===== src/rtl/core/tcw_pkg.sv =====
// Shared constants and types for the text console writer.
// No dependencies; imported by the sequencer, the top level and the testbench.
`default_nettype none

package tcw_pkg;

	// default screen geometry
	localparam int COLUMNS_DEF = 80;
	localparam int ROWS_DEF    = 25;

	// blank cell: grey on black space
	localparam logic [15:0] BLANK_CELL   = 16'h0720;
	localparam logic [7:0]  CH_NEWLINE   = 8'd10;
	localparam logic [7:0]  CH_BACKSPACE = 8'd8;
	localparam logic [7:0]  CH_SPACE     = 8'h20;

	// command codes
	localparam logic [1:0] CMD_PUT   = 2'd0;
	localparam logic [1:0] CMD_ERASE = 2'd1;
	localparam logic [1:0] CMD_READ  = 2'd2;
	localparam logic [1:0] CMD_WRITE = 2'd3;

	// result request from the sequencer to the output registers
	typedef struct packed {
		logic       emit;
		logic       rd_hit;
		logic [6:0] col;
		logic [4:0] row;
	} tcw_result_t;

endpackage

`default_nettype wire


===== src/rtl/core/tcw_ctrl.sv =====
// Command sequencer: cursor, put-character logic, scroll copy and clear sweeps.
// Depends on tcw_pkg; drives the ports of tcw_ram.
`default_nettype none

module tcw_ctrl #(
	parameter int COLUMNS = 80,
	parameter int ROWS    = 25,
	parameter int AW      = $clog2(COLUMNS * ROWS)
) (
	input  wire logic                 clk,
	input  wire logic                 arst_n,
	input  wire logic                 start,
	output logic                      busy,
	input  wire logic [1:0]           command,
	input  wire logic [7:0]           char_code,
	input  wire logic [7:0]           attribute,
	input  wire logic [10:0]          cell_index,
	output logic                      ram_we,
	output logic      [AW-1:0]        ram_waddr,
	output logic      [15:0]          ram_wdata,
	output logic                      ram_re,
	output logic      [AW-1:0]        ram_raddr,
	input  wire logic [15:0]          ram_rdata,
	output tcw_pkg::tcw_result_t      res
);
	import tcw_pkg::*;

	localparam int CELLS      = COLUMNS * ROWS;
	localparam int CLW        = $clog2(COLUMNS);
	localparam int RW         = $clog2(ROWS);
	localparam int COPY_LAST  = (ROWS - 2) * COLUMNS - 1;
	localparam int BLANK_FIRST = (ROWS - 2) * COLUMNS;
	localparam int BLANK_LAST = (ROWS - 1) * COLUMNS - 1;

	localparam logic [2:0] ST_INIT  = 3'd0;
	localparam logic [2:0] ST_IDLE  = 3'd1;
	localparam logic [2:0] ST_EXEC  = 3'd2;
	localparam logic [2:0] ST_RDATA = 3'd3;
	localparam logic [2:0] ST_COPY  = 3'd4;
	localparam logic [2:0] ST_BLANK = 3'd5;
	localparam logic [2:0] ST_CLEAR = 3'd6;

	logic [2:0]     state_q, state_d;
	logic [AW-1:0]  scan_q, scan_d;
	logic [CLW-1:0] col_q, col_d;
	logic [RW-1:0]  row_q, row_d;
	logic           pend_s1;
	logic [AW-1:0]  waddr_s1;

	logic [1:0]  cmd_q;
	logic [7:0]  ch_q;
	logic [7:0]  attr_q;
	logic [10:0] idx_q;

	logic           idx_ok;
	logic [CLW-1:0] col_eff;
	logic [RW-1:0]  row_eff;
	logic [CLW:0]   col_inc;
	logic [RW:0]    row_inc;
	logic           copy_beat;

	assign busy    = (state_q != ST_IDLE);
	assign idx_ok  = (32'(idx_q) < CELLS);
	assign col_eff = (32'(col_q) >= COLUMNS) ? '0 : col_q;
	assign row_eff = (32'(row_q) >= ROWS - 1) ? RW'(ROWS - 2) : row_q;
	assign col_inc = {1'b0, col_eff} + {{CLW{1'b0}}, 1'b1};
	assign row_inc = {1'b0, row_eff} + {{RW{1'b0}}, 1'b1};
	assign copy_beat = (state_q == ST_COPY);

	// latch the command beat
	always_ff @(posedge clk) begin
		if (start && !busy) begin
			cmd_q  <= command;
			ch_q   <= char_code;
			attr_q <= attribute;
			idx_q  <= cell_index;
		end
	end

	// next state, cursor, memory ports and result request
	always_comb begin
		state_d   = state_q;
		scan_d    = scan_q;
		col_d     = col_q;
		row_d     = row_q;
		ram_we    = 1'b0;
		ram_waddr = scan_q;
		ram_wdata = BLANK_CELL;
		ram_re    = 1'b0;
		ram_raddr = AW'(idx_q);
		res       = '0;

		unique case (state_q)
			ST_INIT, ST_CLEAR: begin
				ram_we = 1'b1;
				if (32'(scan_q) == CELLS - 1) begin
					scan_d   = '0;
					state_d  = ST_IDLE;
					res.emit = (state_q == ST_CLEAR);
				end else begin
					scan_d = scan_q + 1'b1;
				end
			end
			ST_IDLE: begin
				if (start) begin
					state_d = ST_EXEC;
				end
			end
			ST_EXEC: begin
				state_d  = ST_IDLE;
				res.emit = 1'b1;
				unique case (cmd_q)
					CMD_PUT: begin
						row_d = row_eff;
						if (ch_q == CH_NEWLINE) begin
							col_d = '0;
							row_d = row_inc[RW-1:0];
						end else if (ch_q == CH_BACKSPACE) begin
							col_d = col_eff;
							if (col_eff != '0) begin
								col_d     = col_eff - 1'b1;
								ram_we    = 1'b1;
								ram_waddr = AW'(32'(row_eff) * COLUMNS + 32'(col_d));
								ram_wdata = {attr_q, CH_SPACE};
							end
						end else begin
							ram_we    = 1'b1;
							ram_waddr = AW'(32'(row_eff) * COLUMNS + 32'(col_eff));
							ram_wdata = {attr_q, ch_q};
							if (32'(col_inc) == COLUMNS) begin
								col_d = '0;
								row_d = row_inc[RW-1:0];
							end else begin
								col_d = col_inc[CLW-1:0];
							end
						end
						// entering the status row scrolls the text area
						if (ch_q != CH_BACKSPACE && 32'(row_d) >= ROWS - 1) begin
							row_d    = RW'(ROWS - 2);
							scan_d   = '0;
							state_d  = ST_COPY;
							res.emit = 1'b0;
						end
					end
					CMD_ERASE: begin
						col_d    = '0;
						row_d    = '0;
						scan_d   = '0;
						state_d  = ST_CLEAR;
						res.emit = 1'b0;
					end
					CMD_READ: begin
						ram_re   = 1'b1;
						state_d  = ST_RDATA;
						res.emit = 1'b0;
					end
					CMD_WRITE: begin
						ram_we    = idx_ok;
						ram_waddr = AW'(idx_q);
						ram_wdata = {attr_q, ch_q};
					end
					default: begin
						res.emit = 1'b1;
					end
				endcase
			end
			ST_RDATA: begin
				state_d    = ST_IDLE;
				res.emit   = 1'b1;
				res.rd_hit = idx_ok;
			end
			ST_COPY: begin
				ram_re    = 1'b1;
				ram_raddr = scan_q + AW'(COLUMNS);
				if (32'(scan_q) == COPY_LAST) begin
					scan_d  = AW'(BLANK_FIRST);
					state_d = ST_BLANK;
				end else begin
					scan_d = scan_q + 1'b1;
				end
			end
			ST_BLANK: begin
				// the last copy beat takes the write port first
				if (!pend_s1) begin
					ram_we = 1'b1;
					if (32'(scan_q) == BLANK_LAST) begin
						scan_d   = '0;
						state_d  = ST_IDLE;
						res.emit = 1'b1;
					end else begin
						scan_d = scan_q + 1'b1;
					end
				end
			end
			default: begin
				state_d = ST_INIT;
			end
		endcase

		// copy beats write in the cycle after their reads
		if (pend_s1) begin
			ram_we    = 1'b1;
			ram_waddr = waddr_s1;
			ram_wdata = ram_rdata;
		end

		res.col = 7'(col_d);
		res.row = 5'(row_d);
	end

	// control registers
	always_ff @(posedge clk or negedge arst_n) begin
		if (!arst_n) begin
			state_q <= ST_INIT;
			scan_q  <= '0;
			col_q   <= '0;
			row_q   <= '0;
			pend_s1 <= 1'b0;
		end else begin
			state_q <= state_d;
			scan_q  <= scan_d;
			col_q   <= col_d;
			row_q   <= row_d;
			pend_s1 <= copy_beat;
		end
	end

	// destination of the copy beat in flight
	always_ff @(posedge clk) begin
		waddr_s1 <= scan_q;
	end

endmodule

`default_nettype wire


===== config.mk =====
export PLATFORM = sky130hd
export DESIGN_NAME = tcw_ctrl
export DESIGN_NICKNAME = d
export VERILOG_FILES = /design/src/rtl/core/tcw_pkg.sv /design/src/rtl/core/tcw_ctrl.sv
export SDC_FILE = /design/constraint.sdc
export NUM_CORES = 1
export LEC_CHECK = 0
export BUFFER_PORTS_ARGS = -buffer_cell sky130_fd_sc_hd__clkbuf_2
export CAP_MARGIN = 0
export CORE_MARGIN = 4
export CORE_UTILIZATION = 40
export DETAILED_ROUTE_END_ITERATION = 6
export GPL_TIMING_DRIVEN = 0
export PLACE_DENSITY = 0.72
export SKIP_CTS_REPAIR_TIMING = 1
export SYNTH_ARGS = -nofsm -noshare
export SYNTH_HDL_FRONTEND = slang
export SYNTH_SLANG_ARGS = --single-unit

===== constraint.sdc =====
create_clock -name clk -period 8 [get_ports clk]
set_clock_uncertainty 0.2 [all_clocks]
set_input_delay 1.2 -clock clk [delete_from_list [all_inputs] [get_ports clk]]
set_output_delay 1.2 -clock clk [all_outputs]
set_load 0.005 [all_outputs]

==> impl_metrics.tcl, run 1 <==
set metrics [dict create \
    grt_use_total_pct 22.3 \
    drtAntennaViolNets 0 \
    cp-end-kind "output port" \
    synthCells 549 \
    initial_core_util_pct 40.7 \
    first_pass_iters 5 \
    worst_setup_path_start_kind "flip-flop" \
    synth_edf_count 29 \
    crit_path_end "ram_waddr[8]" \
    synth_nets 624 \
    internal-power_uw 967 \
    final_cell_mix "clkbuf_2, nand2_1, o21ai_0, edfxtp_1, a21oi_1" \
    area_growth_syn_to_layout_pct 20.7 \
    p_per_area_mw_per_mm2 280 \
    critical-path-top-delay-family "compound AO/OA/AOI/OAI gates" \
    avgSynthCellArea_um2 8.91 \
    switchingPower_uw 689 \
    async_reset_ff_share_pct 40.3 \
    arrival_ns 4.38 \
    power_frac_clock_pct 25.2 \
    drt-initial-drc-count 472 \
    diodes 0 \
    grt_pass1_vias 4802 \
    leakage_uw 0.00256 \
    cts_root_buf "clkbuf_16" \
    yosys_register_bits 67 \
    dieArea_mm2 0.0141 \
    synth_top_area_share_pct 17.8 \
    criticalPathCategory "flip-flop to output port" \
    fin_tns_setup_ns 0 \
    drcViolationCount 0 \
    hold_class "flip-flop to flip-flop" \
    crit_start "col_q[5]" \
    maxCapViolations 0 \
    setup_violations 0 \
    cts_sinks 67 \
    status "complete, no violations" \
    reg2reg_from "row_q[4]" \
    clkTransAtPathRegs_ns 0.06 \
    slew_headroom_pct 30.7 \
    worst-path-stages 15 \
    num_rows 40 \
    max_stage_delay_ns 0.62 \
    routed_wl_um 15700 \
    r2r_end "scan_q[0]" \
    yosys_warnings 0 \
    final_common_cell "clkbuf_2" \
    core-area_mm2 0.0120 \
    grt_max_degree 31 \
    finalCriticalPeriod_ns 5.78 \
    fmax_mhz 173 \
    crit_required_ns 6.60 \
    period_share_pct 72.2 \
    finalPower_uw 1660 \
    swShare_pct 41.6 \
    synth.cell_area_mm2 0.00489 \
    clk-insertion-delay-late_ns 0.35 \
    place_congestion 1.01 \
    ios 103 \
    synth_cell_type_count 84 \
    ir_drop_mv 0.242 \
    worst_slew_pin_slew_ns 1.02 \
    cts_buffers 9 \
    synth_ff_type "edfxtp_1" \
    rsz0062_at_grt "false" \
    power_frac_seq_pct 31.1 \
    grt_pass1_wl_um 25000 \
    timing.critical_path.buf_inv 3 \
    slowest_stage "o21ai_1" \
    io_buffers 102 \
    final_hold_viol_count 0 \
    cts_tree "yes" \
    die_width_um 119 \
    h-tree-depth 3 \
    yosysSeqAreaShare_pct 36.1 \
    path_max_fanout 10 \
    ys_top_cells_by_area "edfxtp_1, dfrtp_1, ha_1" \
    synth_top_area_cell "edfxtp_1" \
    antenna_found_initial 0 \
    nNetsFinal 737 \
    hpwl_um 12000 \
    combPwrFrac_pct 43.7 \
    cts_buffer_depth 2 \
    avgRoutedWirePerCell_um 19.3 \
    slew_viol_final 0 \
    worstPathCellList "buf_2, o21ai_1, nand2_1, ha_1, inv_1, nor3_1, a221oi_1, ha_1, fa_1, a21oi_1, or3_1, a211oi_1, a221oi_1, o21ai_0, clkbuf_2" \
    via_per_inst 6.04 \
    drive_gt1_share_pct 21.3 \
    reg2regPathDepth 9 \
    die_height_um 119 \
    grt_overflow_total 0 \
    rrSetupSlack_ns 4.26 \
    vias 4916 \
]
[worst reg2reg max path: stages (launching register included)]
cell	delay, ns
dfrtp_1	0.32
clkbuf_1	0.28
nand2_1	0.22
nand2b_1	0.32
ha_1	0.28
nand2_1	0.09
o311ai_1	0.88
o2111ai_2	0.41
a21boi_2	0.45
mux2_2	0.23
[state kept, by name (all words and copies together) (netlist names)]
name	count
attr_q	8
ch_q	8
cmd_q	2
col_q	7
idx_q	11
pend_s1	1
row_q	5
scan_q	11
state_q	3
waddr_s1	11
[area by class of cell]
type / count / area [µm²]
fill: 1147 / 6110
timing repair buffer: 102 / 510
tap: 147 / 184
clock buffer: 9 / 225
sequential: 67 / 1770
buffer: 30 / 116
multi-input combinational: 428 / 2930
inverter: 24 / 90.1
clock inverter: 7 / 83.8
[power by group through the flow]
| stage | clock, µW | sequential (µW) | combinational (µW) |
|---|---|---|---|
| floorplan | 0 | 496 | 469 |
| global placement | 0 | 518 | 694 |
| detailed placement | 0 | 519 | 711 |
| CTS | 421 | 512 | 713 |
| global route | 432 | 524 | 788 |
| finish | 417 | 515 | 724 |
[metal layers]
metal | GRT usage, % | part of all wire (%) | routed length, µm
met4 | 8.33 | 3.2 | 498
met5 | 0 | 0 | 0
met2 | 38.2 | 49 | 7710
met1 | 27.8 | 41 | 6500
met3 | 4.35 | 6.4 | 1000
[stage by stage]
step	util, %	worst slack (ns)	hold WS (ns)	std cells	area, µm²
global route	49.2	1.96	0.173	814	5900
finish	49.2	2.22	0.165	814	5900
detailed placement	46.6	2.67	0.150	798	5600
floorplan	-	3.44	0.145	549	4890
CTS	49.2	2.28	0.164	814	5900
global placement	46.5	2.66	0.149	798	5590
[cells by family (layout without fill, tap and decap cells)]
family                   after synthesis  in the layout  synth area share, %
adder cells (fa/ha/maj)               27             27                 7.36
buffers and inverters                 54            172                 4.22
AND/OR/NAND/NOR                      198            198                 21.2
AO/OA/AOI/OAI                        178            178                 26.5
XOR/XNOR                              19             19                 3.40
flip-flops                            67             67                 36.1
multiplexers                           6              6                 1.25
[cells in the mapped netlist, types with 10 or more instances]
cell and number:
dfxtp_1 11, a22o_1 13, nand3_1 15, o21ai_0 34
edfxtp_1 29, a21oi_1 28, nand2b_1 11, dfrtp_1 27
a31oi_1 11, ha_1 24, nor2_1 28, xnor2_1 10
clkbuf_1 26, inv_1 22, nand2_1 78
[worst min path at each step]
stage	startpoint	end	slack, ns	depth (start not counted)
floorplan	scan_q[2]	waddr_s1[2]	0.15	0
global placement	scan_q[2]	waddr_s1[2]	0.15	0
detailed placement	scan_q[8]	waddr_s1[8]	0.15	0
CTS	scan_q[8]	waddr_s1[8]	0.16	0
global route	scan_q[2]	waddr_s1[2]	0.17	0
finish	scan_q[8]	waddr_s1[8]	0.16	0
(Power assumes the default switching activity.)
==> inputs of run 2 (changes only) <==
--- a/config.mk
+++ b/config.mk
@@ -11,7 +11,7 @@
 export CORE_UTILIZATION = 40
 export DETAILED_ROUTE_END_ITERATION = 6
 export GPL_TIMING_DRIVEN = 0
-export PLACE_DENSITY = 0.72
+export PLACE_DENSITY = 0.74
 export SKIP_CTS_REPAIR_TIMING = 1
 export SYNTH_ARGS = -nofsm -noshare
 export SYNTH_HDL_FRONTEND = slang
==> constraint.sdc (replaced) <==
create_clock -name clk -period 5.1 [get_ports clk]
set_clock_uncertainty 0.2 [all_clocks]
set_input_delay 0.765 -clock clk [delete_from_list [all_inputs] [get_ports clk]]
set_output_delay 0.765 -clock clk [all_outputs]
set_load 0.005 [all_outputs]
==> run 2 against run 1 <==
Compared with the run above: clock-buffer cell count unchanged; sequential power increased by 58%; die area unchanged; via count increased by 2.7%; design area increased by 0.91%; routed wire length increased by 2.4%; sequential cell count unchanged; power increased by 57%; register-to-register slack got worse by 2.9 ns; first-iteration DRC count increased by 2.1%; global-route usage increased by 0.082 points; clock power increased by 57%.
==> impl_metrics.tcl, run 2 (synthesized netlist as in run 1, its figures left out) <==
set metrics [dict create \
    multiInputGateArea_mm2 0.00295 \
    path_max_fanout 10 \
    cts_buffer_depth 2 \
    power_frac_clock_pct 25.1 \
    slew_headroom_pct 22.1 \
    dieArea_mm2 0.0141 \
    regArea_mm2 0.00177 \
    rsz0062_at_grt "false" \
    leakage_uw 0.00258 \
    via_per_inst 6.16 \
    ios 103 \
    drtAntennaViolNets 0 \
    cts_root_buf "clkbuf_16" \
    met1_usage_pct 27.6 \
    swShare_pct 41.7 \
    die_height_um 119 \
    first_pass_iters 5 \
    final_hold_viol_count 0 \
    cts_sinks 67 \
    slew_viol_final 0 \
    worst_slack_ns 0.303 \
    finalCriticalPeriod_ns 4.80 \
    h-tree-depth 3 \
    clk-insertion-delay-late_ns 0.34 \
    hold_class "flip-flop to flip-flop" \
    slowest_stage "dfrtp_1" \
    final_common_cell "clkbuf_2" \
    max_stage_delay_ns 0.36 \
    period_share_pct 94.1 \
    core-area_mm2 0.0120 \
    ir_drop_mv 0.310 \
    grt_max_degree 31 \
    vias 5048 \
    diodes 0 \
    combPwrFrac_pct 43.6 \
    arrival_ns 3.83 \
    fmax_mhz 208 \
    p_per_area_mw_per_mm2 437 \
    setup_violations 0 \
    grt_use_met2_pct 37.8 \
    crit_required_ns 4.14 \
    cp-end-kind "output port" \
    grt_pass1_vias 4838 \
    num_rows 40 \
    switchingPower_uw 1080 \
    place_ws_ns 0.149 \
    power_frac_seq_pct 31.3 \
    cp_common_cell "ha_1" \
    hpwl_um 12200 \
    cts_buffers 9 \
    drive_gt1_share_pct 22.2 \
    hold_depth 0 \
    grt_pass1_wl_um 25300 \
    reg2regPathDepth 9 \
    place_congestion 1.03 \
    antenna_found_initial 0 \
    area_growth_syn_to_layout_pct 21.8 \
    io_buffers 102 \
    status "complete, no violations" \
    gr-max-usage-layer "met2" \
    internal-power_uw 1520 \
    reg_top3 "idx_q x11, scan_q x11, waddr_s1 x11" \
    worst_setup_path_start_kind "flip-flop" \
    criticalPathCategory "flip-flop to output port" \
    nNetsFinal 742 \
    drcViolationCount 0 \
    grtUsageMet3_pct 5.98 \
    finalPower_uw 2600 \
    avgRoutedWirePerCell_um 19.7 \
    cts_tree "yes" \
    fillers 1134 \
    final_cell_mix "clkbuf_2, nand2_1, o21ai_0, edfxtp_1, a21oi_1" \
    initial_core_util_pct 40.7 \
    grt_overflow_total 0 \
    clkTransAtPathRegs_ns 0.06 \
    drt-initial-drc-count 482 \
    routed_wl_um 16100 \
    worstPathCellList "buf_2, o21ai_4, nand2_1, ha_1, inv_1, nor3_1, a221oi_2, ha_1, fa_1, a21oi_1, or3_1, a211oi_1, a221oi_1, o21ai_0, clkbuf_2" \
    die_width_um 119 \
    maxCapViolations 0 \
    grt_use_total_pct 22.4 \
    worst_slew_pin_slew_ns 1.15 \
]
==> run 2: worst paths after layout <==
| path | start | endpoint | slack [ns] |
|---|---|---|---|
| min | scan_q[3] | waddr_s1[3] | 0.16 |
| max | col_q[5] | ram_waddr[8] | 0.30 |
| min reg2reg | scan_q[3] | waddr_s1[3] | 0.16 |
| min in group asynchronous | arst_n | col_q[0] | 0.30 |
| max reg2reg | row_q[4] | scan_q[3] | 1.35 |
| max in group asynchronous | arst_n | state_q[0] | 3.91 |
==> run 2: final cells by class <==
cell class	count	share of cell area [%]
buffer	30	1.95
clock buffer	9	3.78
clock inverter	7	1.39
inverter	24	1.51
multi-input combinational	428	49.4
sequential	67	29.7
tap	147	3.09
timing repair buffer	107	9.20
==> run 2: power by group through the flow <==
stage | Combinational [µW] | Sequential, µW | Clock, µW
after global routing | 1230 | 827 | 679
after floorplan | 736 | 778 | 0
final | 1130 | 815 | 653
after global placement | 1080 | 816 | 0
after detailed placement | 1100 | 821 | 0
after CTS | 1110 | 810 | 657
==> run 2: layer usage <==
metal  routed length, µm  share of wire (%)
met1                6440                 40
met2                7910                 49
met3                1240                7.7
met4                 503                3.1
met5                   0                  0
==> run 2: per-stage QoR <==
stage	hold WS [ns]	instances	utilization, %	cell area (µm²)	setup TNS, ns
CTS	0.163	814	49.1	5900	-0.228
floorplan	0.145	549	-	4890	0
global placement	0.148	798	46.5	5590	0
finish	0.160	819	49.6	5960	0
detailed placement	0.151	798	46.6	5600	0
global route	0.185	819	49.6	5960	0
==> run 2: worst max-delay path: cells and delay by family (launching register included) <==
kind / cells / cell delay [ns]
buffers and inverters: 3 / 0.48
flip-flops: 1 / 0.36
AO/OA/AOI/OAI: 6 / 1.27
AND/OR/NAND/NOR: 3 / 0.61
adder cells (fa/ha/maj): 3 / 0.77
==> inputs of run 3 (changes only) <==
--- a/config.mk
+++ b/config.mk
@@ -8,10 +8,10 @@
 export BUFFER_PORTS_ARGS = -buffer_cell sky130_fd_sc_hd__clkbuf_2
 export CAP_MARGIN = 0
 export CORE_MARGIN = 4
-export CORE_UTILIZATION = 40
+export CORE_UTILIZATION = 50
 export DETAILED_ROUTE_END_ITERATION = 6
 export GPL_TIMING_DRIVEN = 0
-export PLACE_DENSITY = 0.74
+export PLACE_DENSITY = 0.87
 export SKIP_CTS_REPAIR_TIMING = 1
 export SYNTH_ARGS = -nofsm -noshare
 export SYNTH_HDL_FRONTEND = slang
==> run 3 against run 2 <==
Compared with the run above: combinational power about the same; global-route usage increased by 5.2 points; routed wire length decreased by 2.3%; via count increased by 1.1%; critical path depth unchanged.
==> impl_metrics.tcl, run 3 (synthesized netlist as in run 1, its figures left out) <==
set metrics [dict create \
    status "complete, no violations" \
    cp-end-kind "output port" \
    critical-path-top-delay-family "compound AO/OA/AOI/OAI gates" \
    cts_sinks 67 \
    arrival_ns 3.82 \
    initial_core_util_pct 52.2 \
    slew_viol_final 0 \
    die_width_um 107 \
    cts_buffers 9 \
    fmax_mhz 209 \
    hpwl_um 11700 \
    slowest_stage "dfrtp_1" \
    criticalPathCategory "flip-flop to output port" \
    clkTransAtPathRegs_ns 0.08 \
    worst_setup_path_start_kind "flip-flop" \
    drtAntennaViolNets 0 \
    drcViolationCount 0 \
    cts_tree "yes" \
    r2r_end "scan_q[0]" \
    core-area_mm2 0.00937 \
    finalPower_uw 2430 \
    rrSetupSlack_ns 1.24 \
    area_growth_syn_to_layout_pct 19.0 \
    dieArea_mm2 0.0114 \
    grt_overflow_total 0 \
    die_height_um 107 \
    setup_violations 0 \
    path_max_fanout 10 \
    diodes 0 \
    place_congestion 1.00 \
    reg2reg_from "row_q[4]" \
    first_pass_iters 6 \
    ir_drop_mv 0.279 \
    drt-initial-drc-count 470 \
    num_rows 35 \
    antenna_found_initial 0 \
    reg2regPathDepth 9 \
    ios 103 \
    final_common_cell "clkbuf_2" \
    grt_pass1_vias 4969 \
    avgRoutedWirePerCell_um 19.7 \
    worst_slack_ns 0.312 \
    finalCriticalPeriod_ns 4.79 \
    vias 5105 \
    p_per_area_mw_per_mm2 417 \
    place_ws_ns 0.165 \
    drive_gt1_share_pct 21.9 \
    via_per_inst 6.38 \
    grt_max_degree 28 \
    nNetsFinal 741 \
    cp_common_cell "ha_1" \
    io_buffers 102 \
    worst_slew_pin_slew_ns 1.09 \
    fillers 825 \
    final_hold_viol_count 0 \
    clk-insertion-delay-late_ns 0.36 \
    cts_buffer_depth 2 \
    max_stage_delay_ns 0.37 \
    reg_top3 "idx_q x11, scan_q x11, waddr_s1 x11" \
    cts_root_buf "clkbuf_8" \
    final_cell_mix "clkbuf_2, nand2_1, o21ai_0, edfxtp_1, a21oi_1" \
    hold_class "flip-flop to flip-flop" \
    fin_tns_setup_ns 0 \
    maxCapViolations 0 \
    slew_headroom_pct 26.2 \
    final_util_pct 62.1 \
    worstHoldStart "scan_q[8]" \
    grt_pass1_wl_um 25000 \
    worstPathCellList "buf_2, o21ai_4, nand2_1, ha_1, inv_1, nor3_1, a221oi_2, ha_1, fa_1, a21oi_1, or3_1, a211oi_1, a221oi_1, o21ai_0, clkbuf_2" \
    period_share_pct 93.9 \
    rsz0062_at_grt "false" \
    grt_use_total_pct 27.6 \
    timing.critical_path.buf_inv 3 \
    routed_wl_um 15700 \
    leakage_uw 0.00253 \
    h-tree-depth 3 \
    hold_depth 0 \
    crit_required_ns 4.14 \
    hold_path_end "waddr_s1[8]" \
]
## run 3: changes by cell type in the layout (fill, tap and decap cells not counted), sizes merged
cell	delta
clkinvlp	-1
inv	-1
buf	-1
clkinv	+1
clkbuf	+1
## run 3: worst max-delay path by stage
stage             start      endpoint  slack, ns  cells past startpoint
2_1_floorplan  col_q[5]  ram_waddr[8]       0.97                     14
3_3_place_gp   col_q[5]  ram_waddr[8]       0.27                     15
3_5_place_dp   col_q[5]  ram_waddr[8]       0.17                     15
4_1_cts        col_q[5]  ram_waddr[8]      -0.24                     15
5_1_grt        row_q[4]  ram_waddr[8]       0.05                     11
6_report       col_q[5]  ram_waddr[8]       0.31                     15
## run 3: through the flow
stage / area [µm²] / hold slack, ns / instances
3_5_place_dp: 5580 / 0.152 / 781
3_3_place_gp: 5570 / 0.147 / 780
2_1_floorplan: 4890 / 0.145 / 549
6_report: 5820 / 0.176 / 800
5_1_grt: 5820 / 0.193 / 800
4_1_cts: 5780 / 0.171 / 797
## run 3: final cells by class
type,instances,area [µm²],area share [%]
clock buffer,10,128,2.19
clock inverter,6,72.6,1.25
multi-input combinational,428,2940,50.5
inverter,24,90.1,1.55
buffer,30,116,2.00
tap,129,161,2.77
sequential,67,1770,30.3
timing repair buffer,106,548,9.41
## run 3: metal layers
| layer | vias up | track usage (%) | wire length (µm) |
|---|---|---|---|
| met5 | - | 0 | 0 |
| met2 | 309 | 46.0 | 7630 |
| met4 | 0 | 11.4 | 562 |
| met3 | 58 | 5.90 | 1430 |
| met1 | 2430 | 34.7 | 6100 |
| li1 | 2308 | - | - |
## run 3: power by group
group	switching [µW]	total (µW)	internal [µW]	leakage [µW]
clock	241	473	231	0.0000975
combinational	708	1150	440	0.00171
sequential	114	811	697	0.000718
total	1060	2430	1370	0.00253
